<file path="src/sv/prs80_pkg.sv">
`timescale 1ns / 1ps
`default_nettype none

package prs80_pkg;

  // Widths fixed by the cipher, and those of the configuration channel.
  localparam int BLOCK_W      = 64;
  localparam int KEY_W        = 80;
  localparam int KEY_UPPER_W  = 16;
  localparam int ROUND_IDX_W  = 5;
  localparam int CFG_INDEX_W  = 2;
  localparam int CFG_DATA_W   = 64;

  // Full PRESENT-80 round count.
  localparam int ROUND_COUNT_DEF = 31;

  // Configuration register indexes.
  localparam logic [CFG_INDEX_W-1:0] REG_KEY_UPPER = 2'd0;
  localparam logic [CFG_INDEX_W-1:0] REG_KEY_LOWER = 2'd1;

  typedef logic [BLOCK_W-1:0] block_t;
  typedef logic [KEY_W-1:0]   key_t;

  // The 4-bit PRESENT S-box.
  function automatic logic [3:0] sbox(input logic [3:0] x);
    logic [3:0] y;
    case (x)
      4'h0: y = 4'hC;
      4'h1: y = 4'h5;
      4'h2: y = 4'h6;
      4'h3: y = 4'hB;
      4'h4: y = 4'h9;
      4'h5: y = 4'h0;
      4'h6: y = 4'hA;
      4'h7: y = 4'hD;
      4'h8: y = 4'h3;
      4'h9: y = 4'hE;
      4'hA: y = 4'hF;
      4'hB: y = 4'h8;
      4'hC: y = 4'h4;
      4'hD: y = 4'h7;
      4'hE: y = 4'h1;
      4'hF: y = 4'h2;
      default: y = 4'h0;
    endcase
    return y;
  endfunction

  // S-box applied to all sixteen nibbles.
  function automatic block_t nibble_sub_layer(input block_t s);
    block_t r;
    r = '0;
    for (int n = 0; n < BLOCK_W / 4; n++) begin
      r[4*n +: 4] = sbox(s[4*n +: 4]);
    end
    return r;
  endfunction

  // Bit permutation: bit i moves to 16*i mod 63, bit 63 stays. Pure wiring.
  function automatic block_t perm_layer(input block_t s);
    block_t r;
    r = '0;
    for (int i = 0; i < BLOCK_W - 1; i++) begin
      r[(16 * i) % 63] = s[i];
    end
    r[BLOCK_W-1] = s[BLOCK_W-1];
    return r;
  endfunction

  // Round key is the top 64 bits of the key register.
  function automatic block_t round_key(input key_t k);
    return k[KEY_W-1 -: BLOCK_W];
  endfunction

endpackage

`default_nettype wire

</file>
<file path="src/sv/prs80_round.sv">
`timescale 1ns / 1ps
`default_nettype none

// One cipher round together with the key register update that follows it.
module prs80_round (
  input  wire prs80_pkg::block_t                        state_in,
  input  wire prs80_pkg::key_t                          key_in,
  input  wire logic [prs80_pkg::ROUND_IDX_W-1:0]        round_num,
  output prs80_pkg::block_t                             state_out,
  output prs80_pkg::key_t                               key_out
);

  prs80_pkg::key_t key_rot;

  // Add round key, substitute, permute.
  assign state_out = prs80_pkg::perm_layer(
      prs80_pkg::nibble_sub_layer(state_in ^ prs80_pkg::round_key(key_in)));

  // Rotate left by 61, S-box on the top nibble, counter into bits 19..15.
  assign key_rot = {key_in[18:0], key_in[79:19]};

  always_comb begin
    key_out        = key_rot;
    key_out[79:76] = prs80_pkg::sbox(key_rot[79:76]);
    key_out[19:15] = key_rot[19:15] ^ round_num;
  end

endmodule

`default_nettype wire

</file>
<file path="config.mk">
export PLATFORM = sky130hd
export DESIGN_NAME = prs80_round
export DESIGN_NICKNAME = d
export VERILOG_FILES = /design/src/sv/prs80_pkg.sv /design/src/sv/prs80_round.sv
export SDC_FILE = /design/constraint.sdc
export NUM_CORES = 1
export LEC_CHECK = 0
export BUFFER_PORTS_ARGS = -buffer_cell sky130_fd_sc_hd__buf_4
export CAP_MARGIN = 20
export CELL_PAD_IN_SITES_DETAIL_PLACEMENT = 1
export CELL_PAD_IN_SITES_GLOBAL_PLACEMENT = 2
export CORE_MARGIN = 10
export CORE_UTILIZATION = 23
export DETAILED_ROUTE_END_ITERATION = 12
export PLACE_DENSITY_LB_ADDON = 0.25
export SYNTH_ARGS = -nofsm -noshare
export SYNTH_HDL_FRONTEND = slang
export SYNTH_SLANG_ARGS = --single-unit
</file>
<file path="constraint.sdc">
create_clock -name vclk -period 1.78
set_input_delay 0 -clock vclk [all_inputs]
set_output_delay 0 -clock vclk [all_outputs]
set_load 0.005 [all_outputs]
</file>
After elaboration in Yosys (flattened, before gate mapping)
Memory sizes are Yosys's and may differ from the RTL's.
Cells that the tools add are included.

operators by class
  bitwise operators = 2

operator list
  cell            count
  $xor 64x64->64  1
  $xor 5x5->5     1

storage, ports and cells
  register bits = 0
  output and inout port bits = 144
  ROM bits = 1088
  word-level logic and storage cells = 19
  bits of input ports = 149
  memories = 17

memories
  name              words  width  read ports  clocked after Yosys merged registers in  write ports  line             text
  (name not given)  16     4      1           0                                        0            prs80_pkg.sv:27  case (x)
  (name not given)  16     4      1           0                                        0            prs80_pkg.sv:27
  (name not given)  16     4      1           0                                        0            prs80_pkg.sv:27
  (name not given)  16     4      1           0                                        0            prs80_pkg.sv:27
  (name not given)  16     4      1           0                                        0            prs80_pkg.sv:27
  (name not given)  16     4      1           0                                        0            prs80_pkg.sv:27
  11 more memories  -      -      -           -                                        -            -

Logic depth before layout (Yosys ltp)
An unclocked memory read counts as a cell.

  depth in word-level cells = 2
  depth in mapped cells = 6
  depth with buffers taken out = 6

Worst setup path before layout
Ideal clock, no wire load.

  kind = input to output
  start point = input key_in[17]
  end point = output state_out[32]
  required time = 1.780 ns
  stages = 5
  path buffers = 1
  arrival time = 1.203 ns
  path slack = 0.577 ns
  cell sequence = buf_2 xnor2_1 inv_1 ha_1 mux4_2

between the ends
  cells in the longest elaborated chain, start to end = 2

RTL lines
  element             line               text
  start: declaration  prs80_round.sv:7   input wire prs80_pkg::key_t key_in,
  $xor 64x64->64      prs80_round.sv:17  prs80_pkg::nibble_sub_layer(state_in ^ prs80_pkg::round_key(key_in)));
  $mem_v2 16x4        -
  end: declaration    prs80_round.sv:9   output prs80_pkg::block_t state_out,

No other way between the ends.

Final worst setup path
  start point = input key_in[61]
  end point = output state_out[43]

Same word-level chain as after synthesis.

==> flow_summary.json <==
{
  "yosys.cell_count.top_type": "buf_4",
  "antenna_cells": 0,
  "synth_common_cells": "72 x buf_4, 64 x inv_1, 53 x ha_1",
  "dieArea_mm2": 0.0221,
  "hpwl_um": 12000,
  "min_to": "key_out[62]",
  "tns_ps": 0,
  "viasPerCell": 4.35,
  "post-route-period-util_pct": 85.8,
  "maxClockFrequency_mhz": 655,
  "grt_usage_pct": 10.5,
  "io_buffers": 263,
  "grt_pass1_vias": 4012,
  "die_h_um": 149,
  "n_clock_buffer": 0,
  "ctsHoldBuffers": 0,
  "nFlopsAndLatches": 0,
  "die_w_um": 149,
  "path_class": "in -> out",
  "hp-class": "in -> out",
  "grt_pass1_wl_um": 19900,
  "holdWs_ps": 0.00224,
  "synth_area_leaders": "ha_1 17%, buf_4 14%, mux2i_1 12%, xnor2_1 11%, mux4_2 7.7%",
  "hold_viol_final": 0,
  "drtIter0Drc": 39,
  "cts_setup_buffers": 0,
  "syn2layout_area_growth_pct": 45.3,
  "yosys.area.top_type_share_pct": 17.4,
  "drtPass1Iterations": 4,
  "hp-start": "key_in[1]",
  "wl_per_cell_um": 15.6,
  "drtAntennaViolNets": 0,
  "power_density_mw_per_mm2": 434,
  "cp.arrival_ps": 1530,
  "postCtsResizedCells": 0,
  "leakage_nw": 2.81,
  "syn_area_mm2": 0.00381,
  "routed_wl_um": 13000,
  "ios": 293,
  "layout-drive-gt1-share_pct": 51.1,
  "drv_cap": 0,
  "syn_avg_cell_area_um2": 9.10,
  "start_kind": "primary input",
  "vias": 3619,
  "gp_congestion": 0.752,
  "yosys.area.top_type": "ha_1",
  "maxSlewViolCount": 0,
  "tightest_slew_ps": 670,
  "whs_path_depth": 0,
  "vdd.ir_drop.worst_uv": 136,
  "synth_seq_area_share_pct": 0,
  "crit_required_ps": 1780,
  "status": "completed",
  "row_count": 47,
  "synth_fp_nets": 621,
  "rsz0062_at_grt": "false",
  "regArea_um2": 0,
  "syn_inst": 419,
  "grt_max_degree": 9,
  "antenna_found_initial": 0,
  "overflow": 0,
  "synth_cell_type_count": 30,
  "finalWorstPathRequiredPeriod_ps": 1530,
  "cp_max_fo": 4,
  "drc": 0,
  "cp-end-kind": "primary output",
  "coreArea_mm2": 0.0164,
  "yosysWarningCount": 0,
  "slew_headroom_pct": 55.0,
  "start_util_pct": 23.2,
  "nFillCells": 1944,
  "layout.nets": 816,
  "finalSetupViolCount": 0
}
[area by class of cell]
| type | count | area [um2] | share of cell area, % |
|---|---|---|---|
| inverter | 64 | 240 | 4.34 |
| tap | 220 | 275 | 4.97 |
| timing repair buffer | 266 | 2000 | 36.1 |
| multi-input combinational | 282 | 3030 | 54.6 |
[cell usage in the layout (no fill, tap or decap)]
cell      instances
o221a_1           1
inv_1            64
o211ai_1         13
buf_4           266
mux4_1            6
o21bai_1          1
a311oi_1          1
o21a_1            2
nand2_1           4
xnor2_1          46
nand3_1          14
a221oi_1          1
xnor2_4           1
mux2i_1          44
ha_1             53
o21ai_0          18
xor2_2           14
o221a_2          13
o22ai_1           1
mux4_2           13
xor2_1           24
xnor2_2           2
xor2_4            1
or3_1             1
nor2_1            1
nor3_1            2
and3_1            1
mux2_2            3
nor3b_1           1
[cells by family (layout without fill, tap and decap cells)]
| logic type | count (synthesis) | count (layout) | share of synthesized area, % |
|---|---|---|---|
| xor+xnor | 88 | 88 | 24.4 |
| compound gates | 51 | 51 | 10.3 |
| simple gates | 24 | 24 | 3.12 |
| buf+inv | 137 | 330 | 20.6 |
| mux | 66 | 66 | 24.3 |
| fa+ha+maj | 53 | 53 | 17.4 |
[power by group]
group          total (mW)  switching, mW  internal, mW
combinational        2.40           1.06          1.34
clock                   0              0             0
sequential              0              0             0
total                2.40           1.06          1.34
[worst max-delay path: stages]
cell and delay [ps]:
buf_4 120, xnor2_1 340, inv_1 140, ha_1 310, mux4_2 470, buf_4 150
[routing by layer]
metal  share of wire (%)  global-route usage, %  vias to the layer above
met5                   0                      0                        -
met4                0.76                  0.638                        0
met3                  10                   4.16                        8
met2                  52                   20.1                      148
met1                  37                   11.1                     1702
li1                    -                      -                     1761
[stage by stage]
stage / setup slack (ps) / instance area, um2 / instances / util [%] / power, mW
final: 253 / 5540 / 832 / 33.8 / 2.40
after global routing: 107 / 5540 / 832 / 33.8 / 2.69
after CTS: 237 / 5540 / 832 / 33.8 / 2.48
after detailed placement: 250 / 5540 / 832 / 33.8 / 2.47
after global placement: 293 / 5540 / 832 / 33.8 / 2.41
after floorplan: 577 / 3810 / 419 / - / 1.30
[how the worst max path moves through the flow]
stage | start | to | cells after the start
2_1_floorplan | key_in[17] | state_out[32] | 5
3_3_place_gp | state_in[21] | state_out[37] | 6
3_5_place_dp | key_in[61] | state_out[43] | 6
4_1_cts | key_in[57] | state_out[42] | 6
5_1_grt | key_in[57] | state_out[42] | 6
6_report | key_in[61] | state_out[43] | 6
No activity file was read; power rests on OpenSTA's default activity.
